**config.mk**
```make
export PLATFORM = sky130hd
export DESIGN_NAME = btbt_queue
export DESIGN_NICKNAME = d
export VERILOG_FILES = /design/src/btbt_pkg.sv /design/src/btbt_queue.sv
export SDC_FILE = /design/constraint.sdc
export NUM_CORES = 1
export LEC_CHECK = 0
export BUFFER_PORTS_ARGS = -buffer_cell sky130_fd_sc_hd__buf_2
export CELL_PAD_IN_SITES_DETAIL_PLACEMENT = 1
export CELL_PAD_IN_SITES_GLOBAL_PLACEMENT = 1
export CORE_UTILIZATION = 40
export CTS_CLUSTER_SIZE = 14
export DETAILED_ROUTE_END_ITERATION = 7
export PLACE_DENSITY = 0.78
export SYNTH_ARGS = -nofsm -noshare
export SYNTH_HDL_FRONTEND = slang
export SYNTH_SLANG_ARGS = --single-unit
```
**constraint.sdc**
```tcl
create_clock -name clk -period 2.28 [get_ports clk]
set_input_delay 0.228 -clock clk [delete_from_list [all_inputs] [get_ports clk]]
set_output_delay 0.228 -clock clk [all_outputs]
set_load 0.01 [all_outputs]
```
**src/btbt_pkg.sv**
```systemverilog
// btbt_pkg: shared types and constants for the byte taint bitmap tracker
// used by btbt_front, btbt_queue, btbt_back and byte_taint_bitmap_tracker_unit
`default_nettype none

package btbt_pkg;

	localparam int WORD_BITS   = 32;
	localparam int BIT_IDX_W   = 5;
	localparam int QUEUE_DEPTH = 2;
	localparam int CFG_IDX_W   = 2;

	localparam logic [WORD_BITS-1:0] FULL_WORD = '1;

	localparam logic [31:0] MIN_ADDRESS_RESET = 32'd0;
	localparam logic [31:0] MAX_ADDRESS_RESET = 32'd65535;

	// request codes
	localparam logic [1:0] REQ_QUERY = 2'd0;
	localparam logic [1:0] REQ_MARK  = 2'd1;
	localparam logic [1:0] REQ_CLEAR = 2'd2;

	// register indexes
	localparam logic [CFG_IDX_W-1:0] CFG_MIN_ADDRESS = 2'd0;
	localparam logic [CFG_IDX_W-1:0] CFG_MAX_ADDRESS = 2'd1;

	typedef enum logic [1:0] {
		KIND_RESULT = 2'd0,
		KIND_QUERY  = 2'd1,
		KIND_RUN    = 2'd2
	} kind_t;

	typedef struct packed {
		kind_t                kind;
		logic                 status;
		logic                 set;
		logic [BIT_IDX_W-1:0] lo;
		logic [BIT_IDX_W-1:0] hi;
	} btbt_cmd_t;

endpackage

`default_nettype wire

```
**src/btbt_queue.sv**
```systemverilog
// btbt_queue: short command queue between front and back
// depends on btbt_pkg
`default_nettype none

module btbt_queue #(
	parameter int W = 32
) (
	input  wire          clk,
	input  wire          arst_n,
	input  wire          push,
	input  wire  [W-1:0] push_data,
	output logic         full,
	input  wire          pop,
	output logic         not_empty,
	output logic [W-1:0] head
);
	import btbt_pkg::*;

	localparam int PTR_W = (QUEUE_DEPTH > 1) ? $clog2(QUEUE_DEPTH) : 1;
	localparam int CNT_W = $clog2(QUEUE_DEPTH + 1);

	logic [W-1:0]     entry_q [QUEUE_DEPTH];
	logic [PTR_W-1:0] wr_ptr_q;
	logic [PTR_W-1:0] rd_ptr_q;
	logic [CNT_W-1:0] count_q;

	function automatic logic [PTR_W-1:0] next_ptr(input logic [PTR_W-1:0] p);
		return (p == PTR_W'(QUEUE_DEPTH - 1)) ? '0 : p + PTR_W'(1);
	endfunction

	assign full      = (count_q == CNT_W'(QUEUE_DEPTH));
	assign not_empty = (count_q != '0);
	assign head      = entry_q[rd_ptr_q];

	always_ff @(posedge clk or negedge arst_n) begin
		if (!arst_n) begin
			wr_ptr_q <= '0;
			rd_ptr_q <= '0;
			count_q  <= '0;
		end else begin
			if (push) begin
				wr_ptr_q <= next_ptr(wr_ptr_q);
			end
			if (pop) begin
				rd_ptr_q <= next_ptr(rd_ptr_q);
			end
			if (push && !pop) begin
				count_q <= count_q + CNT_W'(1);
			end else if (pop && !push) begin
				count_q <= count_q - CNT_W'(1);
			end
		end
	end

	always_ff @(posedge clk) begin
		if (push) begin
			entry_q[wr_ptr_q] <= push_data;
		end
	end

endmodule

`default_nettype wire

```
# Word level (Yosys, flattened, before mapping)
# Memories as Yosys holds them, arrays and structs flattened.
# Cells that the tools add are included.
# op_classes
add_sub_neg,4
eq_ne,1
mux,6
reduce_logical,6
# op_table
operator,n
1-bit two-way mux,4
2-bit two-way mux,2
2-bit nonzero test,2
1-bit adder (second input constant),2
2-bit by 1-bit adder with 2-bit output (second input constant),1
2-bit equality test (second input constant),1
1-bit logical AND,2
1-bit zero test,2
2-bit by 1-bit subtractor with 2-bit output (second input constant),1
# totals
ff_bits,4
ramBits,64
in_bits,36
output_inout_bits,34
word_cells,21
mem_count,1
# mem_list
name,words,width,read_ports,rd_clocked_by_memory_dff,write_ports,line,source
entry_q,2,32,1,0,1,btbt_queue.sv:22,logic [W-1:0] entry_q [QUEUE_DEPTH];

# Depth between registers and ports, before layout
# Gate-level depths: netlist (run 1).
# depth
depth_word,4
depth_mapped,5
ltp_nobuf,5

# Worst setup path before layout (run 1)
# No wires, ideal clock.
# synth_timing
path_kind,register -> register
startpoint,reg wr_ptr_q
endpoint,"mem entry_q[0][0], enable pin"
setup_time_ns,0.425
arrival_time_ns,1.842
t_required_ns,1.855
setup_slack_ns,0.013
path_stages_with_launch,2
path_buffers,0
synth_period_minus_slack_ns,2.267
path_cell_list,dfrtp_1 -> nor2b_1
# synth_lines
element,line,source
"start, declared",btbt_queue.sv:23,logic [PTR_W-1:0] wr_ptr_q;
"start signal, assigned",btbt_queue.sv:42,wr_ptr_q <= next_ptr(wr_ptr_q);
"end, declared",btbt_queue.sv:22,
# No word-level cell before the write port.

# Final worst setup path (run 1)
# layout_timing
startpoint,reg rd_ptr_q
endpoint,out head[17]
# layout_via
elab_chain_len,1
# layout_rtl
element,line,source
"start, declared",btbt_queue.sv:24,logic [PTR_W-1:0] rd_ptr_q;
"start signal, assigned",btbt_queue.sv:45,rd_ptr_q <= next_ptr(rd_ptr_q);
memory 2 x 32 bit,-,
"end, declared",btbt_queue.sv:15,output logic [W-1:0] head
# Every way passes these cells.

==> qor.txt, run 1 <==
WHS: 89.2 ps
root buf cell: clkbuf_8
Die X: 83.4 µm
Pwr Total: 3.92 mW
Die H: 83.4 µm
Iteration-0 DRC Markers: 45
Worst-path clk slew: 70 ps
via-per-instance ratio: 4.67
DP Worst Slack: 804 ps
worst hold path startpoint: push_data[29]
mean post-synth cell area: 22.9 µm²
Reg area: 2020 µm²
first-pass GRT wire length: 6800 µm
# diodes: 0
r2r endpoint: entry_q[0][31]$_DFFE_PP_
clk_lat worst skew: 320 ps
hpwl dp: 3170 µm
Finished Core Util: 51.3%
Hold Crit Depth: 1
endpoints failing hold: 0
worst-case reg-to-reg path depth: 2
Clock Path Buffers: 2
Synth area leaders: edfxtp_1 (72%), mux2_4 (16%), dfrtp_1 (3.8%)
Antenna Nets Post-Route: 0
Syn-to-layout area delta: 23.5%
Worst Slack Setup Final: 480 ps
row count: 29
fillers: 612
post-CTS sizing: 0
register area share after synthesis: 76.3%
largest net degree at the start of global routing: 20
worst clock skew: 6.53 ps
placed insts: 263
# clock sinks: 68
number of global-route vias before repair: 1388
RD Place Congestion: 0.735
Final Instance Count excl. Fillers: 278
post-synth top area share: 72.5%
routed len/inst: 15.8 µm
Worst Setup End Kind: output port
initial core utilization: 41.5%
drc violations: 0
worst vdd ir: 0.522 mV
slowest cell delay on critical path: 540 ps
DR pass1 iterations: 4
RSZ-0062 raised after global routing: false
Fmax: 0.555 GHz
cell type with the largest total area after synthesis: edfxtp_1
R2R Setup Slk: 870 ps
Worst path slowest cell: dfrtp_2
total grt overflow: 0
Setup CP Type: flip-flop to output port
final wirelength: 4400 µm
Unique masters post-synth: 14
type of origin of the critical path: flip-flop
status: completed
DP Area: 3090 µm²
num ports: 70
Arr. time, crit path: 1570 ps
Syn Nets: 153
Setup TNS: 0 ps
IO Port Bufs: 69
share of cells above drive strength 1: 59.7%
final setup vio count: 0
CTS Buf Count: 9
fin nets: 235
post-layout min period: 1800 ps
pwr dens: 1200 nW/µm²
Pleak: 1.34 nW
worst hold path type: input pin to flip-flop
Synth warnings: 0
CTS tree: built
Slew HR: 65.5%
post-synthesis cell area: 2650 µm²
via count: 1298
Max Cap Viol: 0
#FFs+latches synth: 68
Critical R2R Launch: wr_ptr_q$_DFFE_PN0P_
Crit Path Max Fanout: 10
Tcrit/Tclk final: 79.0%
Cells after Synth: 116
Critical Path RT: 2050 ps
Core ar.: 6390 µm²
critical path cell sequence: buf_4 -> mux2_4 -> buf_2
worst hold endpoint: entry_q[0][29]$_DFFE_PP_
initial antenna violation count: 0
footprint of the multi-input gates: 562 µm²
measured slew at the worst slew-check pin: 516 ps
Final Cell Area: 3270 µm²
fin. max-slew vios: 0
Die Area: 6960 µm²
H-tree depth: 3
gr usage total: 13.3%
[flip-flops by register name, summed over array words and instances (netlist names)]
register	cells
entry_q	64
rd_ptr_q	1
wr_ptr_q	1
count_q	2
[cells by family (layout without fill, tap and decap cells)]
family,Yosys count,count (layout),share of synthesized area (%)
buffers and inverters,5,90,2.83
adder cells (fa/ha/maj),1,1,0.472
flip-flops,68,68,76.3
multiplexers,32,32,17.7
XOR/XNOR,5,5,1.65
AND/OR/NAND/NOR,5,5,1.09
[synth_stat cells]
cell type  instances
and2_1             1
buf_12             3
edfxtp_1          64
xnor2_1            1
inv_1              1
buf_6              1
dfrtp_1            4
nor2b_1            2
xor2_1             4
mux2_4            29
ha_1               1
nor2_1             1
mux2_2             3
or2_2              1
[what timing repair did]
action,CTS,global route
buffers inserted,0,0
endpoints found under the hold margin,4,0
hold buffers,1,0
[final cells by class]
cell class | count | area share [%]
Sequential cell | 68 | 61.8
Timing Repair Buffer | 75 | 12.8
Tap cell | 77 | 2.94
Inverter | 1 | 0.115
Clock buffer | 10 | 3.90
Clock inverter | 4 | 1.30
Multi-Input combinational cell | 43 | 17.2
[worst max path at each step]
stage               cells after the start                      end            startpoint
finish                                  3                 head[17]  rd_ptr_q$_DFFE_PN0P_
global route                            3                  head[5]  rd_ptr_q$_DFFE_PN0P_
CTS                                     3                 head[17]  rd_ptr_q$_DFFE_PN0P_
detailed placement                      3                 head[17]  rd_ptr_q$_DFFE_PN0P_
global placement                        3                 head[22]  rd_ptr_q$_DFFE_PN0P_
floorplan                               1  entry_q[0][0]$_DFFE_PP_  wr_ptr_q$_DFFE_PN0P_
[placed cells by master, fill, tap and decap left out, types with 2 or more instances in the layout]
cell and instances:
mux2_4 29, dfrtp_1 3, xor2_1 4, clkinv_1 2, clkbuf_8 9, edfxtp_1 64
buf_4 3, mux2_2 3, buf_12 2, buf_2 69
[worst max-delay path, delay by kind of cell, from the launching register on]
| family | cells | cell delay (ps) |
|---|---|---|
| DFF | 1 | 540 |
| buffers and inverters | 2 | 400 |
| muxes | 1 | 310 |
[routing by layer]
metal / global-route usage [%] / wire length (µm)
met1: 15.5 / 1850
met2: 21.8 / 2200
met3: 4.87 / 289
met4: 6.63 / 65
met5: 0 / 0
[report_power, final]
part / internal [mW] / switching [mW] / total (mW) / leakage, nW
sequential: 1.67 / 0.126 / 1.79 / 0.646
clock: 0.484 / 0.385 / 0.869 / 0.0871
combinational: 0.695 / 0.568 / 1.26 / 0.609
No activity file was read; power rests on OpenSTA's default activity.
==> run 2, diff against run 1 <==
- clock period: 2.28 -> 1.5 ns (I/O delays scaled with it)
==> run 2 against run 1 <==
The flow now finishes with violations (setup timing). Largest cell class unchanged. First-iteration DRC count down 6.7%. Combinational power is 96% higher. Hold slack got worse by 69 ps. Clock skew hardly changed.
==> qor.txt, run 2 (same netlist as run 1, synthesis figures left out) <==
CP Depth: 3
Crit Path Max Fanout: 18
WHS: 20.5 ps
Arr. time, crit path: 1390 ps
root buf cell: clkbuf_8
largest net degree at the start of global routing: 25
Die H: 83.4 µm
Worst Setup End Kind: output port
Critical R2R Launch: wr_ptr_q$_DFFE_PN0P_
first-pass GRT wire length: 7300 µm
RD Place Congestion: 0.672
via-per-instance ratio: 4.61
measured slew at the worst slew-check pin: 174 ps
Worst-path clk slew: 70 ps
Top Registers: entry_q: 64 flops, count_q: 2 flops
worst-case reg-to-reg path depth: 2
post-layout min period: 1540 ps
Finished Core Util: 56.1%
fillers: 586
Pwr Total: 6.49 mW
DP Worst Slack: 184 ps
Clock Path Buffers: 2
Critical Path RT: 1350 ps
H-tree depth: 3
final setup vio count: 32
Pleak: 1.46 nW
Max Cap Viol: 0
worst hold path type: input pin to flip-flop
Top delay family on crit path: flip-flops
r2r endpoint: entry_q[1][24]$_DFFE_PP_
Worst Slack Setup Final: -43.7 ps
num ports: 70
CP Buf/Inv Count: 2
DP Area: 3130 µm²
number of global-route vias before repair: 1451
share of cells above drive strength 1: 57.5%
failing checks: setup timing
Comb pwr share: 38.0%
RSZ-0062 raised after global routing: true
critical path endpoint: head[3]
Antenna Nets Post-Route: 0
Worst path slowest cell: dfrtp_2
IO Port Bufs: 69
status: complete, but fails checks
pwr dens: 1810 nW/µm²
drc violations: 0
Slew HR: 88.4%
via count: 1341
total grt overflow: 0
# clock sinks: 68
type of origin of the critical path: flip-flop
max reg flops: 64
Internal Power: 4.77 mW
Final Cell Area: 3580 µm²
most common cell after layout, fill and taps aside: edfxtp_1
fin. max-slew vios: 0
Core ar.: 6390 µm²
CTS Buf Count: 9
Die Area: 6960 µm²
# diodes: 0
switching power: 1.73 mW
worst clock skew: 6.45 ps
initial core utilization: 41.5%
slowest cell delay on critical path: 430 ps
hpwl dp: 2990 µm
R2R Setup Slk: 370 ps
Setup CP Type: flip-flop to output port
row count: 29
final wirelength: 4470 µm
fin nets: 247
leading cell types in the layout, fill and taps excluded: edfxtp_1 (64), buf_2 (43), mux2_4 (29)
Tcrit/Tclk final: 103%
clock network power share: 20.6%
CTS tree: built
Crit. Startpoint: rd_ptr_q$_DFFE_PN0P_
sequential power share: 41.3%
worst vdd ir: 0.857 mV
Die X: 83.4 µm
endpoints failing hold: 0
Syn-to-layout area delta: 35.1%
gr usage total: 14.3%
critical path cell sequence: buf_12 -> mux2_4 -> buf_6
Top reg by flops: entry_q
routed len/inst: 15.3 µm
Iteration-0 DRC Markers: 42
Fmax: 0.648 GHz
DR pass1 iterations: 2
switching share of power: 26.6%
initial antenna violation count: 0
clk_lat worst skew: 320 ps
==> run 2: final cells by class <==
class,instances,area [µm²],share of cell area [%]
Clock buffer,12,135,3.77
Clock inverter,3,38.8,1.08
Inverter,1,3.75,0.105
Multi-Input combinational cell,43,563,15.7
Sequential cell,68,2020,56.5
Tap cell,77,96.3,2.69
Timing Repair Buffer,87,721,20.1
==> run 2: worst min-delay path by stage <==
stage	from	to	depth (start not counted)
floorplan	arst_n	count_q[0]$_DFFE_PN0P_	0
global placement	arst_n	count_q[1]$_DFFE_PN0P_	1
detailed placement	arst_n	count_q[0]$_DFFE_PN0P_	1
CTS	push_data[28]	entry_q[1][28]$_DFFE_PP_	1
global route	push_data[5]	entry_q[0][5]$_DFFE_PP_	1
finish	push_data[5]	entry_q[0][5]$_DFFE_PP_	1
==> run 2: worst register-to-register path, delay by kind of cell, from the launching register on <==
family | cells | cell delay (ps)
DFF | 1 | 420
and+or+nand+nor | 1 | 210
buffers and inverters | 1 | 190
==> run 2: through the flow <==
stage               instances  setup TNS, ps
floorplan                 116              0
finish                    291           -917
CTS                       290          -1970
detailed placement        264              0
global placement          264              0
global route              291          -2890
==> run 2: timing repair <==
action                                  4_1_cts  5_1_grt
hold buffers                                 10        1
endpoints found under the setup margin       28       32
buffers inserted                              1        0
endpoints found under the hold margin        22        2
resized for setup                            26        0
==> run 2: routing by layer <==
metal  share of wire (%)  GRT usage, %  vias to the layer above
li1                    -             -                      635
met2                  53          23.6                       48
met1                  40          16.8                      653
met4                 1.5          7.09                        0
met5                   0             0                        -
met3                 5.5          4.67                        5
==> run 2: power groups by stage <==
stage	sequential, mW	clock (mW)	combinational (mW)
after floorplan	2.66	0	1.51
after global placement	2.71	0	2.05
after detailed placement	2.75	0	2.07
after CTS	2.69	1.39	2.52
after global routing	2.73	1.47	2.63
final	2.69	1.34	2.47
==> run 3, diff against run 2 <==
- ABC_AREA: default -> 1
- CORE_UTILIZATION: 40 -> 39
- PLACE_DENSITY: 0.78 -> 0.77
==> run 3 against run 2 <==
Worst setup slack got worse by 6.2 ps. Highest routed layer unchanged. Largest cell class unchanged. Via count increased by 7.8%. The flow finishes with violations (DRC, setup timing). Non-clock buffer count increased by 9. Fmax decreased by 0.40%.
==> qor.txt, run 3 <==
status: complete, but fails checks
failing checks: DRC, setup timing
worst vdd ir: 0.873 mV
#FFs+latches synth: 68
Setup CP Type: flip-flop to output port
DP Area: 3130 µm²
via-per-instance ratio: 4.68
RSZ-0062 raised after global routing: true
register area share after synthesis: 75.8%
Clock Path Buffers: 2
Pleak: 1.53 nW
clk_lat worst skew: 330 ps
Post-synth EDFFs: 64
Fmax: 0.645 GHz
drc violations: 8
post-synthesis cell area: 2670 µm²
via count: 1446
first-pass GRT wire length: 7560 µm
H-tree depth: 3
final wirelength: 4990 µm
num ports: 70
Syn Nets: 162
Crit Path Max Fanout: 13
Die H: 84.7 µm
Tcrit/Tclk final: 103%
Antenna Nets Post-Route: 0
post-synth top area share: 72.0%
Iteration-0 DRC Markers: 83
Slew HR: 79.8%
worst hold path type: input pin to flip-flop
share of cells above drive strength 1: 53.0%
top-count cell post-synth: edfxtp_1
mux cell area share after synthesis: 17.6%
DR pass1 iterations: 8
CTS Buf Count: 9
post-layout min period: 1550 ps
Die Area: 7180 µm²
post-synthesis xor/xnor area fraction: 0.985%
Core ar.: 6490 µm²
initial core utilization: 41.1%
largest family of logic cells by synthesized area: multiplexers
max reg flops: 64
top cells by count, synth: edfxtp_1 (64), mux2_4 (29), inv_1 (7), nand2_1 (6), dfrtp_1 (4)
Critical Path RT: 1350 ps
cell type with the largest total area after synthesis: edfxtp_1
Top Registers: entry_q: 64 flops, count_q: 2 flops
mean post-synth cell area: 21.4 µm²
type of origin of the critical path: flip-flop
initial antenna violation count: 0
Synth area leaders: edfxtp_1 (72%), mux2_4 (16%), dfrtp_1 (3.8%)
fin nets: 265
most common cell after layout, fill and taps aside: edfxtp_1
Adder-Cell Fraction of Synth Area: 0.469%
Final Cell Area: 3680 µm²
Arr. time, crit path: 1400 ps
pwr dens: 1810 nW/µm²
number of global-route vias before repair: 1502
Unique masters post-synth: 14
CTS tree: built
worst clock skew: 6.14 ps
root buf cell: clkbuf_8
total grt overflow: 0
simple-gate portion of the synthesized area: 1.55%
Syn-to-layout area delta: 37.9%
endpoints failing hold: 0
# diodes: 0
Synth warnings: 0
leading cell types in the layout, fill and taps excluded: edfxtp_1 (64), buf_2 (50), mux2_4 (32)
RD Place Congestion: 0.680
WHS: 14.7 ps
# clock sinks: 68
fin. max-slew vios: 0
largest net degree at the start of global routing: 24
gr usage total: 14.7%
hpwl dp: 3200 µm
Cells after Synth: 125
Worst Slack Setup Final: -49.9 ps
row count: 29
Max Cap Viol: 0
Top reg by flops: entry_q
Async SR Flop Fraction: 5.88%
Top FF cell, synth: edfxtp_1
Die X: 84.7 µm
measured slew at the worst slew-check pin: 302 ps
IO Port Bufs: 69
post-synthesis compound-gate area fraction: 0%
routed len/inst: 16.1 µm
final setup vio count: 32
Worst Setup End Kind: output port
Worst-path clk slew: 70 ps
run 3: changes by cell type in the layout (fill, tap and decap cells not counted), moves of 2 or more:
cell / delta
buf_2: +7
nand2_1: +6
mux2_4: +3
inv_1: +6
dlygate4sd3_1: +10
mux2_2: -3
xor2_1: -2
clkbuf_1: -2
buf_6: -6
run 3: final cells by class:
type / count / area [µm²]
clock buffer: 10 / 128
multi-input combinational: 46 / 568
clock inverter: 5 / 77.6
timing repair buffer: 96 / 761
fill: 601 / 2820
inverter: 7 / 26.3
tap: 77 / 96.3
sequential: 68 / 2020
run 3: timing repair:
item,CTS,global route
hold endpoints to repair,29,14
buffers inserted,0,0
pin swaps,0,0
gates resized for setup,19,4
hold buffers,14,7
endpoints found under the setup margin,32,32
run 3: worst max-delay path: stages (launching register included):
cell	delay [ps]
dfrtp_2	390
buf_6	210
mux2_4	320
buf_2	140
run 3: where the power goes:
| part | switching [mW] | total (mW) | internal (mW) | leakage (nW) |
|---|---|---|---|---|
| clock network | 0.648 | 1.57 | 0.921 | 0.102 |
| logic | 1.04 | 2.42 | 1.38 | 0.785 |
| registers | 0.141 | 2.67 | 2.53 | 0.647 |
run 3: path summary, 6_finish.rpt:
| path | from | endpoint | slack (ps) | cells past startpoint |
|---|---|---|---|---|
| worst max-delay path | rd_ptr_q$_DFFE_PN0P_ | head[9] | -50 | 3 |
| worst max register to register | wr_ptr_q$_DFFE_PN0P_ | entry_q[1][6]$_DFFE_PP_ | 220 | 3 |
| min in group asynchronous | arst_n | wr_ptr_q$_DFFE_PN0P_ | 160 | 2 |
| worst min-delay path | push_data[2] | entry_q[0][2]$_DFFE_PP_ | 10 | 1 |
| max in group asynchronous | arst_n | rd_ptr_q$_DFFE_PN0P_ | 1180 | 2 |
| worst min register to register | count_q[0]$_DFFE_PN0P_ | count_q[0]$_DFFE_PN0P_ | 520 | 1 |
run 3: layer usage:
layer	track usage [%]	share of wire, %	routed length (µm)	up-vias
li1	-	-	-	677
met1	17.4	43	2170	704
met2	24.7	50	2500	54
met3	4.13	4.4	219	11
met4	7.40	2.0	100	0
met5	0	0	0	-
run 3: cells by family after synthesis:
kind of cell	after synthesis
flip-flops	68
multiplexers	32
buffers and inverters	11
AND/OR/NAND/NOR	10
XOR/XNOR	3
adder cells (fa/ha/maj)	1
run 3: metrics by stage:
step           util (%)  total power [mW]  std cells  setup TNS [ps]  setup slack, ps
6_report           56.7              6.66        309            -884            -49.9
5_1_grt            56.7              6.99        309           -2680             -100
4_1_cts            55.3              6.68        302           -1740            -85.5
3_5_place_dp       48.2              4.79        273               0              227
3_3_place_gp       48.2              4.72        273               0              247
2_1_floorplan         -              4.18        125               0             16.5
