`src/btbt_pkg.sv`:
```
// btbt_pkg: shared types and constants for the byte taint bitmap tracker
// used by btbt_front, btbt_queue, btbt_back and byte_taint_bitmap_tracker_unit
`default_nettype none

package btbt_pkg;

	localparam int WORD_BITS   = 32;
	localparam int BIT_IDX_W   = 5;
	localparam int QUEUE_DEPTH = 2;
	localparam int CFG_IDX_W   = 2;

	localparam logic [WORD_BITS-1:0] FULL_WORD = '1;

	localparam logic [31:0] MIN_ADDRESS_RESET = 32'd0;
	localparam logic [31:0] MAX_ADDRESS_RESET = 32'd65535;

	// request codes
	localparam logic [1:0] REQ_QUERY = 2'd0;
	localparam logic [1:0] REQ_MARK  = 2'd1;
	localparam logic [1:0] REQ_CLEAR = 2'd2;

	// register indexes
	localparam logic [CFG_IDX_W-1:0] CFG_MIN_ADDRESS = 2'd0;
	localparam logic [CFG_IDX_W-1:0] CFG_MAX_ADDRESS = 2'd1;

	typedef enum logic [1:0] {
		KIND_RESULT = 2'd0,
		KIND_QUERY  = 2'd1,
		KIND_RUN    = 2'd2
	} kind_t;

	typedef struct packed {
		kind_t                kind;
		logic                 status;
		logic                 set;
		logic [BIT_IDX_W-1:0] lo;
		logic [BIT_IDX_W-1:0] hi;
	} btbt_cmd_t;

endpackage

`default_nettype wire

```
`src/btbt_front.sv`:
```
// btbt_front: accepts requests, checks the window and turns runs into word ranges
// depends on btbt_pkg
`default_nettype none

module btbt_front #(
	parameter int TRACKED_BYTES = 65536,
	localparam int WORD_COUNT = (TRACKED_BYTES + btbt_pkg::WORD_BITS - 1) / btbt_pkg::WORD_BITS,
	localparam int WIDX_W = (WORD_COUNT > 1) ? $clog2(WORD_COUNT) : 1
) (
	input  wire                    clk,
	input  wire                    arst_n,
	input  wire                    in_valid,
	output logic                   in_stall,
	input  wire  [1:0]             req_type,
	input  wire  [31:0]            address,
	input  wire  [16:0]            length,
	input  wire  [31:0]            min_address,
	input  wire  [31:0]            max_address,
	input  wire                    clearing,
	output logic                   push,
	input  wire                    full,
	output btbt_pkg::btbt_cmd_t    cmd,
	output logic [WIDX_W-1:0]      word_first,
	output logic [WIDX_W-1:0]      word_last
);
	import btbt_pkg::*;

	localparam int OFF_W = WIDX_W + BIT_IDX_W;
	localparam int END_W = ((OFF_W > 17) ? OFF_W : 17) + 1;

	logic [32:0]      lim;
	logic [32:0]      top_q;
	logic [OFF_W-1:0] top_off_q;

	logic             v_s1;
	logic [1:0]       req_s1;
	logic [31:0]      addr_s1;
	logic [16:0]      len_s1;

	logic             v_s2;
	logic [1:0]       req_s2;
	logic [16:0]      len_s2;
	logic             in_win_s2;
	logic [OFF_W-1:0] off_s2;

	logic             adv1;
	logic             accept;
	logic [END_W-1:0] end_full;
	logic [OFF_W-1:0] end_off;

	// window top follows the registers
	assign lim = {1'b0, min_address} + 33'(TRACKED_BYTES - 1);

	always_ff @(posedge clk) begin
		top_q     <= (lim < {1'b0, max_address}) ? lim : {1'b0, max_address};
		top_off_q <= OFF_W'(top_q - {1'b0, min_address});
	end

	assign push     = v_s2 && !full;
	assign adv1     = !v_s2 || push;
	assign in_stall = clearing || (v_s1 && !adv1);
	assign accept   = in_valid && !in_stall;

	always_ff @(posedge clk or negedge arst_n) begin
		if (!arst_n) begin
			v_s1 <= 1'b0;
			v_s2 <= 1'b0;
		end else begin
			if (accept) begin
				v_s1 <= 1'b1;
			end else if (adv1) begin
				v_s1 <= 1'b0;
			end
			if (adv1) begin
				v_s2 <= v_s1;
			end
		end
	end

	always_ff @(posedge clk) begin
		if (accept) begin
			req_s1  <= req_type;
			addr_s1 <= address;
			len_s1  <= length;
		end
		if (adv1) begin
			req_s2    <= req_s1;
			len_s2    <= len_s1;
			in_win_s2 <= (addr_s1 >= min_address) && ({1'b0, addr_s1} <= top_q);
			off_s2    <= OFF_W'(addr_s1 - min_address);
		end
	end

	// run end, clipped at the window top
	always_comb begin
		end_full = END_W'(off_s2) + END_W'(len_s2) - END_W'(1);
		end_off  = (end_full > END_W'(top_off_q)) ? top_off_q : end_full[OFF_W-1:0];

		word_first = off_s2[OFF_W-1:BIT_IDX_W];
		word_last  = end_off[OFF_W-1:BIT_IDX_W];

		cmd.status = 1'b0;
		cmd.set    = (req_s2 == REQ_MARK);
		cmd.lo     = off_s2[BIT_IDX_W-1:0];
		cmd.hi     = end_off[BIT_IDX_W-1:0];
		cmd.kind   = KIND_RESULT;
		if (req_s2 inside {REQ_QUERY, REQ_MARK, REQ_CLEAR}) begin
			if (!in_win_s2) begin
				cmd.status = 1'b1;
			end else if (req_s2 == REQ_QUERY) begin
				cmd.kind = KIND_QUERY;
			end else if (len_s2 != 17'd0) begin
				cmd.kind = KIND_RUN;
			end
		end
	end

endmodule

`default_nettype wire

```
`config.mk`:
```
export PLATFORM = sky130hd
export DESIGN_NAME = btbt_front
export DESIGN_NICKNAME = d
export VERILOG_FILES = /design/src/btbt_pkg.sv /design/src/btbt_front.sv
export SDC_FILE = /design/constraint.sdc
export NUM_CORES = 1
export LEC_CHECK = 0
export BUFFER_PORTS_ARGS = -buffer_cell sky130_fd_sc_hd__buf_2
export CAP_MARGIN = 20
export CORE_ASPECT_RATIO = 0.7
export CORE_MARGIN = 2
export CORE_UTILIZATION = 31
export CTS_CLUSTER_DIAMETER = 50
export CTS_CLUSTER_SIZE = 28
export DETAILED_ROUTE_END_ITERATION = 10
export PLACE_DENSITY_LB_ADDON = 0.15
export SYNTH_ARGS = -nofsm -noshare
export SYNTH_HDL_FRONTEND = slang
export SYNTH_SLANG_ARGS = --single-unit
```
`constraint.sdc`:
```
create_clock -name clk -period 4.29 [get_ports clk]
set_input_delay 0.6435 -clock clk [delete_from_list [all_inputs] [get_ports clk]]
set_output_delay 0.6435 -clock clk [all_outputs]
set_load 0.01 [all_outputs]
```
# == After elaboration in Yosys (flattened, before gate mapping) ==
# Cells that the tools add are included.
# Widths: inputs -> output; s select.
# word_totals
output_inout_bits,38
word_cells,46
regBits,138
in_bits,120
# classes
eq_ne,2
add_sub_neg,5
n_reduce_logical,14
muxes,9
order_cmp,4
# ops
operator,count
$add 32x16->33 const B,1
$le 32x33->1,1
$lt 33x32->1,1
$ge 32x32->1,1
$mux 32,1
$sub 16x16->16,2
$add 16x17->18,1
$gt 18x16->1,1
$sub 18x1->18 const B,1
$reduce_bool 17->1,1
$mux 16,1
$mux 2,3
$logic_and 1x1->1,4
$logic_not 1->1,4
$mux 1,3
$mux 3,1
$reduce_bool 3->1,1
$eq 2x1->1 const B,1
$eq 2x2->1 const B,1
$logic_not 2->1,1
$logic_or 1x1->1,2
$reduce_bool 2->1,1

# == Depth between registers and ports, before layout ==
# Gate-level depths: netlist of run 1.
# depth
depth_word,9
ltp_mapped,22

# == Least setup slack after synthesis of run 1 ==
# No wires, ideal clock.
# synth_path
path_type,register to output
startpoint,register off_s2[1]
endpoint,output port word_last[1]
arrival_ns,4.146
path_buffers,1
setup_slack_ns,-0.500
path_stages_with_launch,23
cell_sequence,edfxtp_1 inv_1 ha_1 inv_1 ha_1 fa_1 a21oi_1 nand4b_1 and3_1 nor2_1 a21o_1 a21oi_1 xnor2_1 ha_1 a21o_1 a21o_1 a21oi_1 o21ai_0 a211oi_1 a21oi_1 a21oi_4 buf_12 mux2_4
# synth_via
elab_chain_len,4
# synth_lines
element,line_no,text
from (decl),btbt_front.sv:44,logic [OFF_W-1:0] off_s2;
from (signal assigned),btbt_front.sv:90,off_s2 <= OFF_W'(addr_s1 - min_address);
$add 16x17->18 *,btbt_front.sv:96,end_full = END_W'(off_s2) + END_W'(len_s2) - END_W'(1);
$sub 18x1->18 *,btbt_front.sv:96,
$gt 18x16->1,btbt_front.sv:97,end_off = (end_full > END_W'(top_off_q)) ? top_off_q : end_full[OFF_W-1:0];
$mux 16 *,btbt_front.sv:97,
to (decl),btbt_front.sv:24,output logic [WIDX_W-1:0] word_last
# Mark *: on every way between the ends. The rest lies on a longest branch, timed or not.

==> out/results.md, run 1 <==
Run status
- **outcome** finished with violations
- **violated checks** negative setup slack

Timing
- **worst-case clock skew** 0.00894 ns
- **Min Clock Period, post-route** 5.28 ns
- **relative max-transition margin** 0.337
- **number of max-slew violations in the final report** 0
- **slew at the pin closest to its max-slew limit** 0.985 ns
- **final worst slack** -0.990 ns
- **final critical-path share of the clock period** 1.23
- **number of endpoints failing setup at the final stage** 16
- **final hold violation count** 0
- **unrepaired setup endpoints after global routing** true
- **highest clock frequency the design can meet** 189 MHz

Critical path
- **critical path capture point type** output pin
- **Worst R2R End** off_s2[15]
- **critical path required time** 3.65 ns
- **Reg-to-Reg Start** addr_s1[1]
- **critical path launch point type** flip-flop
- **WP data arrival** 4.64 ns
- **R2R Setup Slk** 0.99 ns
- **critical path peak fanout** 10
- **length in cells of the worst reg-to-reg path** 10
- **Critical Setup Path Class** flip-flop to output pin

Clock network
- **clock root buffer master** sky130_fd_sc_hd__clkbuf_16
- **Worst-path clk slew** 0.06 ns
- **TritonCTS clock tree** done
- **Max H-tree Level** 4
- **clock insertion delay at the later pin of the skew report** 0.44 ns
- **clock sink count** 138
- **number of clock buffers inserted by TritonCTS** 17
- **maximum clock path buffer count** 2

Power
- **clock share of power** 0.271
- **Pwr Density** 468 nW/um^2
- **power share of the combinational group** 0.446
- **post-layout power** 6010 uW
- **Max VDD drop** 0.000300 V
- **fraction of power spent switching nets** 0.331
- **share of total power in sequential cells** 0.283
- **Sw Pwr** 1990 uW
- **Int Pwr** 4020 uW
- **Leak** 0.00632 uW

Route
- **remaining design rule violation count** 0
- **vias per cell** 4.49
- **final WL** 27,300 um
- **Pre-Repair DR Iteration Count** 6
- **count of routing violations after the opening detailed-route iteration** 398
- **overall via count from detail_route** 7,738
- **number of antenna-violating nets in the routed design** 0
- **average routed wire per standard cell** 15.8 um

Worst hold path
- **Min-Delay Startpoint** address[7]
- **sink of the worst hold path** addr_s1[7]
- **Worst Hold Depth** 1
- **worst min-delay path category** input port to flip-flop

Finish
- **final net count** 1,570
- **proportion of layout cells with a drive suffix above 1** 0.287
- **synthesis-to-finish area growth** 29.5%

Floorplanning
- **core region area** 31,400 um^2
- **ports placed on the boundary** 158
- **die width** 218 um
- **Total Die Area** 33,500 um^2
- **die height** 154 um
- **Row Count** 54
- **effective utilization at floorplan** 0.317

Global route
- **Tot GR Track Use** 0.168
- **first-pass GRT wire length** 42,200 um
- **pin count of the biggest net entering global routing** 33
- **number of global-route vias before repair** 7,611
- **overall overflow remaining after global route** 0
- **number of antenna violations at the first check in global routing** 3

Yosys
- **warning count from the yosys run** 0
- **number of synthesized flops with an enable pin** 87
- **share of async-settable or async-resettable flops after synthesis** 0.0145
- **total standard cell area after synthesis** 9930 um^2
- **most used flip-flop cell after synthesis** sky130_fd_sc_hd__edfxtp_1
- **post-synth cell types** 65
- **sequential share of the synthesized area** 0.367
- **net count of the mapped netlist** 1,289
- **Avg Synthesized Cell Area** 9.86 um^2
- **post-synthesis instance total** 1,007
- **Yosys reg bits** 138

Placement
- **final weighted congestion of routability-driven global placement** 0.831
- **count of input and output buffers** 157
- **total half-perimeter wirelength after legalization and detailed placement** 22,900 um
- **pre-CTS setup slack** -0.583 ns

Flow run
- **max capacitance violation total** 0

## worst max path at each step
| stage | startpoint | endpoint | slack [ns] | cells after the start |
|---|---|---|---|---|
| finish | len_s2[1] | cmd[2] | -0.99 | 23 |
| detailed placement | off_s2[1] | cmd[3] | -0.58 | 23 |
| global placement | len_s2[1] | word_last[10] | -0.50 | 23 |
| CTS | len_s2[1] | cmd[3] | -1.02 | 23 |
| global route | len_s2[1] | word_last[0] | -1.27 | 23 |
| floorplan | off_s2[1] | word_last[1] | -0.27 | 22 |
## power groups by stage
stage | combinational [uW] | clock, uW | sequential (uW)
after CTS | 2660 | 1670 | 1710
after floorplan | 1550 | 0 | 1690
after global routing | 2990 | 1730 | 1720
after detailed placement | 2500 | 0 | 1730
after global placement | 2490 | 0 | 1740
final | 2680 | 1630 | 1700
## cell usage after synthesis, types with 3 or more instances
library cell                 n  area share
sky130_fd_sc_hd__a211oi_1    5      0.0038
sky130_fd_sc_hd__a21boi_0    4      0.0030
sky130_fd_sc_hd__a21o_1     40       0.030
sky130_fd_sc_hd__a21oi_1    60       0.030
sky130_fd_sc_hd__a31oi_1     3      0.0019
sky130_fd_sc_hd__and3_1      3      0.0019
sky130_fd_sc_hd__buf_4       4      0.0030
sky130_fd_sc_hd__dfxtp_1    49       0.099
sky130_fd_sc_hd__edfxtp_1   87        0.26
sky130_fd_sc_hd__fa_1        3      0.0060
sky130_fd_sc_hd__ha_1      159        0.20
sky130_fd_sc_hd__inv_1     198       0.075
sky130_fd_sc_hd__mux2_2     36       0.041
sky130_fd_sc_hd__mux2_4      9       0.014
sky130_fd_sc_hd__mux2i_1     3      0.0030
sky130_fd_sc_hd__nand2_1    42       0.016
sky130_fd_sc_hd__nand2b_1    7      0.0044
sky130_fd_sc_hd__nand3_1    18      0.0091
sky130_fd_sc_hd__nand4_1    25       0.016
sky130_fd_sc_hd__nand4b_1    3      0.0026
sky130_fd_sc_hd__nor2_1     42       0.016
sky130_fd_sc_hd__nor2b_1    18       0.011
sky130_fd_sc_hd__nor3_1     26       0.013
sky130_fd_sc_hd__nor4_1      8      0.0050
sky130_fd_sc_hd__o21a_1      4      0.0030
sky130_fd_sc_hd__o21ai_0    29       0.015
sky130_fd_sc_hd__o21bai_1    8      0.0060
sky130_fd_sc_hd__o31ai_1     3      0.0023
sky130_fd_sc_hd__xnor2_1    58       0.051
sky130_fd_sc_hd__xor2_1      8      0.0071
## critical path, stage by stage, from the launching register on
cell                       delay [ns]
sky130_fd_sc_hd__edfxtp_1        0.34
sky130_fd_sc_hd__inv_1           0.04
sky130_fd_sc_hd__ha_1            0.28
sky130_fd_sc_hd__inv_2           0.04
sky130_fd_sc_hd__ha_4            0.15
sky130_fd_sc_hd__fa_2            0.37
sky130_fd_sc_hd__a21oi_2         0.18
sky130_fd_sc_hd__nand4b_1        0.15
sky130_fd_sc_hd__and3_4          0.21
sky130_fd_sc_hd__nor2_2          0.05
sky130_fd_sc_hd__a21o_1          0.16
sky130_fd_sc_hd__a21oi_2         0.17
sky130_fd_sc_hd__xnor2_2         0.10
sky130_fd_sc_hd__ha_1            0.31
sky130_fd_sc_hd__a21o_1          0.17
sky130_fd_sc_hd__a21o_1          0.18
sky130_fd_sc_hd__a21oi_2         0.11
sky130_fd_sc_hd__o21ai_1         0.08
sky130_fd_sc_hd__a211oi_2        0.19
sky130_fd_sc_hd__a21oi_2         0.08
sky130_fd_sc_hd__a21oi_4         0.17
sky130_fd_sc_hd__buf_12          0.18
sky130_fd_sc_hd__mux2_2          0.34
sky130_fd_sc_hd__buf_2           0.14
## sequential cells by signal, indices dropped and copies added, names as in the netlist, 2 cells and up
signal	flops
req_s2	2
req_s1	2
top_off_q	16
off_s2	16
len_s1	17
top_q	33
addr_s1	32
len_s2	17
## timing repair
action,CTS,global route
pin swaps,0,0
gates resized for setup,15,5
endpoints found under the hold margin,2,0
cloned,0,0
setup buffers,3,1
hold buffers,1,0
endpoints found under the setup margin,16,16
## cells by family after synthesis
group                      count (synthesis)  share of synthesized area
and+or+nand+nor                          207                      0.107
buffers and inverters                    203                     0.0799
AOI/OAI and AO/OA                        181                      0.122
adders and majority gates                162                      0.206
DFF                                      138                      0.367
xor gates and xnor gates                  66                     0.0582
muxes                                     49                     0.0586
other                                      1                   0.000378
## layout make-up
cell class,instances,area [um^2]
clock buffers,22,485
clock inverters,10,163
diodes,3,7.51
well taps,420,526
inverters,198,743
fillers,3202,18500
flip-flops and latches,138,3640
repair buffers,267,1720
multi-input cells,666,5560
## layer usage
metal  track usage  share of wire  wire length [um]  vias up
met5             0              0                 0        -
met4        0.0347         0.0090               244        0
met3        0.0417          0.051              1390       19
met2         0.233           0.39             10600      146
met1         0.258           0.55             15000     3500
li1              -              -                 -     4073
## layout by cell type (no fill, tap or decap), types with 12 or more instances in the layout
cell                        count
sky130_fd_sc_hd__nor3_1        26
sky130_fd_sc_hd__a21o_1        40
sky130_fd_sc_hd__nand2_1       42
sky130_fd_sc_hd__xnor2_1       57
sky130_fd_sc_hd__ha_1         158
sky130_fd_sc_hd__buf_6         12
sky130_fd_sc_hd__nand4_1       25
sky130_fd_sc_hd__dfxtp_1       49
sky130_fd_sc_hd__clkbuf_16     18
sky130_fd_sc_hd__edfxtp_1      87
sky130_fd_sc_hd__a21oi_1       56
sky130_fd_sc_hd__nor2_1        41
sky130_fd_sc_hd__buf_2        146
sky130_fd_sc_hd__nand3_1       18
sky130_fd_sc_hd__mux2_2        33
sky130_fd_sc_hd__buf_4        105
sky130_fd_sc_hd__inv_1        197
sky130_fd_sc_hd__mux2_4        12
sky130_fd_sc_hd__nor2b_1       18
sky130_fd_sc_hd__o21ai_0       28
## stage by stage
stage | hold WS (ns) | util | std cells | TNS [ns] | cell area, um^2
after global placement | 0.402 | 0.384 | 1684 | -14.36 | 12000
after detailed placement | 0.406 | 0.384 | 1684 | -15.56 | 12000
after floorplan | 0.348 | - | 1007 | -3.70 | 9960
after global routing | 0.346 | 0.410 | 1723 | -19.42 | 12900
final | 0.372 | 0.410 | 1724 | -14.94 | 12900
after CTS | 0.345 | 0.409 | 1720 | -15.33 | 12800
Note: power is estimated with default switching activity, not from simulation.
==> inputs of run 2 (changes only) <==
--- a/config.mk
+++ b/config.mk
@@ -5,7 +5,7 @@
 export SDC_FILE = /design/constraint.sdc
 export NUM_CORES = 1
 export LEC_CHECK = 0
-export BUFFER_PORTS_ARGS = -buffer_cell sky130_fd_sc_hd__buf_2
+export BUFFER_PORTS_ARGS = -buffer_cell sky130_fd_sc_hd__buf_4
 export CAP_MARGIN = 20
 export CORE_ASPECT_RATIO = 0.7
 export CORE_MARGIN = 2
==> run 2 against run 1 <==
Effect of this change:
- the run still ends with negative setup slack left
- setup slack better by 0.0015 ns
- non-clock buffer count up 3
- hold slack better by 0.0066 ns
- die area unchanged
- cell count about the same
- sequential power about the same
- total power up 1.4%
- routed wire length up 0.32%
- sequential share of layout area down 0.85 points
- fmax about the same
- flip-flop and latch count unchanged
- critical path type unchanged
==> out/results.md, run 2 (synthesized netlist as in run 1, its figures left out) <==
Timing
- **final critical-path share of the clock period** 1.23
- **Min Clock Period, post-route** 5.28 ns
- **relative max-transition margin** 0.261
- **slew at the pin closest to its max-slew limit** 1.10 ns
- **number of max-slew violations in the final report** 0
- **final worst slack** -0.988 ns
- **worst-case clock skew** 0.00779 ns
- **number of endpoints failing setup at the final stage** 16
- **unrepaired setup endpoints after global routing** true
- **highest clock frequency the design can meet** 189 MHz
- **final hold violation count** 0

Critical path
- **CP max stage delay** 0.36 ns
- **critical path capture point type** output pin
- **Critical Setup Path Class** flip-flop to output pin
- **cell count along the critical path** 23
- **length in cells of the worst reg-to-reg path** 11
- **worst-path cell chain** inv_1, ha_1, inv_2, ha_4, fa_2, a21oi_2, nand4b_1, and3_4, nor2_2, a21o_1, a21oi_2, xnor2_2, ha_1, a21o_1, a21o_1, a21oi_2, o21ai_2, a211oi_2, a21oi_2, a21oi_4, buf_12, mux2_2, buf_4
- **Worst R2R End** in_win_s2
- **critical path launch point type** flip-flop
- **Top cell by count, worst path** sky130_fd_sc_hd__a21oi_2
- **critical path peak fanout** 10
- **critical path required time** 3.65 ns
- **number of buffers and inverters on the critical path** 4
- **Reg-to-Reg Start** addr_s1[0]
- **R2R Setup Slk** 0.89 ns
- **Top delay family on crit path** compound AO/OA/AOI/OAI gates
- **WP data arrival** 4.63 ns
- **crit path max-delay cell type** sky130_fd_sc_hd__fa_2

Finish
- **register bank with the most flops** top_q
- **most frequent cells in the layout** sky130_fd_sc_hd__buf_4 (251), sky130_fd_sc_hd__inv_1 (197), sky130_fd_sc_hd__ha_1 (158), sky130_fd_sc_hd__edfxtp_1 (87)
- **leading cell type in the layout, fill and taps excluded** sky130_fd_sc_hd__buf_4
- **synthesis-to-finish area growth** 33.5%
- **filler cell count** 3,128
- **proportion of layout cells with a drive suffix above 1** 0.291
- **Regs by FF count** top_q (33), addr_s1 (32)
- **Seq. cell area** 3640 um^2
- **share of the core filled with cells in the final layout** 0.423
- **final net count** 1,573
- **multi-input gate area in the final layout** 5580 um^2
- **flip-flop count of the largest register, all copies and words added** 33

Worst hold path
- **Worst Hold Depth** 1
- **worst min-delay path category** input port to flip-flop
- **sink of the worst hold path** addr_s1[7]
- **Min-Delay Startpoint** address[7]

Floorplanning
- **effective utilization at floorplan** 0.317
- **Row Count** 54
- **ports placed on the boundary** 158
- **die width** 218 um
- **Total Die Area** 33,500 um^2
- **die height** 154 um
- **core region area** 31,400 um^2

Clock network
- **maximum clock path buffer count** 2
- **clock root buffer master** sky130_fd_sc_hd__clkbuf_16
- **Worst-path clk slew** 0.06 ns
- **clock insertion delay at the later pin of the skew report** 0.44 ns
- **Max H-tree Level** 4
- **number of clock buffers inserted by TritonCTS** 17
- **clock sink count** 138
- **TritonCTS clock tree** done

Route
- **Pre-Repair DR Iteration Count** 4
- **final WL** 27,300 um
- **vias per cell** 4.43
- **remaining design rule violation count** 0
- **overall via count from detail_route** 7,638
- **count of routing violations after the opening detailed-route iteration** 295
- **average routed wire per standard cell** 15.9 um
- **number of antenna-violating nets in the routed design** 0

Power
- **Leak** 0.00647 uW
- **Max VDD drop** 0.000307 V
- **Pwr Density** 460 nW/um^2
- **post-layout power** 6100 uW

Global route
- **pin count of the biggest net entering global routing** 33
- **number of antenna violations at the first check in global routing** 1
- **number of global-route vias before repair** 7,733
- **Tot GR Track Use** 0.170
- **overall overflow remaining after global route** 0
- **first-pass GRT wire length** 42,900 um

Placement
- **total half-perimeter wirelength after legalization and detailed placement** 22,900 um
- **count of input and output buffers** 157
- **final weighted congestion of routability-driven global placement** 0.836

Run status
- **violated checks** negative setup slack
- **outcome** finished with violations

Flow run
- **max capacitance violation total** 0

==> run 2: cell type report <==
type,instances,area share
tap,420,0.0397
inverter,198,0.0561
clock buffer,19,0.0327
antenna,1,0.000189
sequential,138,0.275
multi-input combinational,666,0.421
timing repair buffer,270,0.160
clock inverter,13,0.0150
==> run 2: metrics by stage <==
stage / cells / instance area [um^2] / setup slack (ns) / TNS (ns) / hold slack, ns
final: 1725 / 13300 / -0.988 / -14.90 / 0.379
after global routing: 1724 / 13200 / -1.31 / -20.01 / 0.346
after CTS: 1724 / 13200 / -1.06 / -16.14 / 0.346
after detailed placement: 1688 / 12500 / -0.534 / -14.35 / 0.405
after global placement: 1688 / 12500 / -0.504 / -14.88 / 0.405
after floorplan: 1007 / 9960 / -0.269 / -3.70 / 0.348
==> run 2: worst reg2reg max path: cells and delay by family, from the launching register on <==
| kind | cells | cell delay, ns |
|---|---|---|
| AOI/OAI and AO/OA | 6 | 1.92 |
| adders and majority gates | 2 | 0.42 |
| buffers and inverters | 1 | 0.13 |
| DFF | 1 | 0.35 |
| and+or+nand+nor | 2 | 0.28 |
==> run 2: how the worst max path moves through the flow <==
stage / start / end / slack, ns
2_1_floorplan: off_s2[1] / word_last[1] / -0.27
3_3_place_gp: len_s2[1] / word_last[10] / -0.50
3_5_place_dp: len_s2[1] / cmd[3] / -0.53
4_1_cts: len_s2[1] / word_last[0] / -1.06
5_1_grt: len_s2[1] / cmd[4] / -1.31
6_report: len_s2[1] / cmd[4] / -0.99
==> run 2: timing repair <==
action / in CTS / in global routing
hold buffers: 1 / 0
setup buffers: 3 / 0
endpoints found under the setup margin: 16 / 40
hold endpoints to repair: 2 / 0
gates resized for setup: 18 / 9
==> run 2: per-layer routing <==
metal | vias to the layer above | GRT usage | wire (um)
met3 | 14 | 0.0409 | 1280
met5 | - | 0 | 0
li1 | 4082 | - | -
met4 | 0 | 0.0411 | 220
met2 | 125 | 0.233 | 10600
met1 | 3417 | 0.264 | 15200
==> run 2: power breakdown <==
part / internal [uW] / leakage, uW / switching (uW)
Combinational: 1480 / 0.00487 / 1320
Sequential: 1590 / 0.00128 / 108
Clock: 1030 / 0.000309 / 576
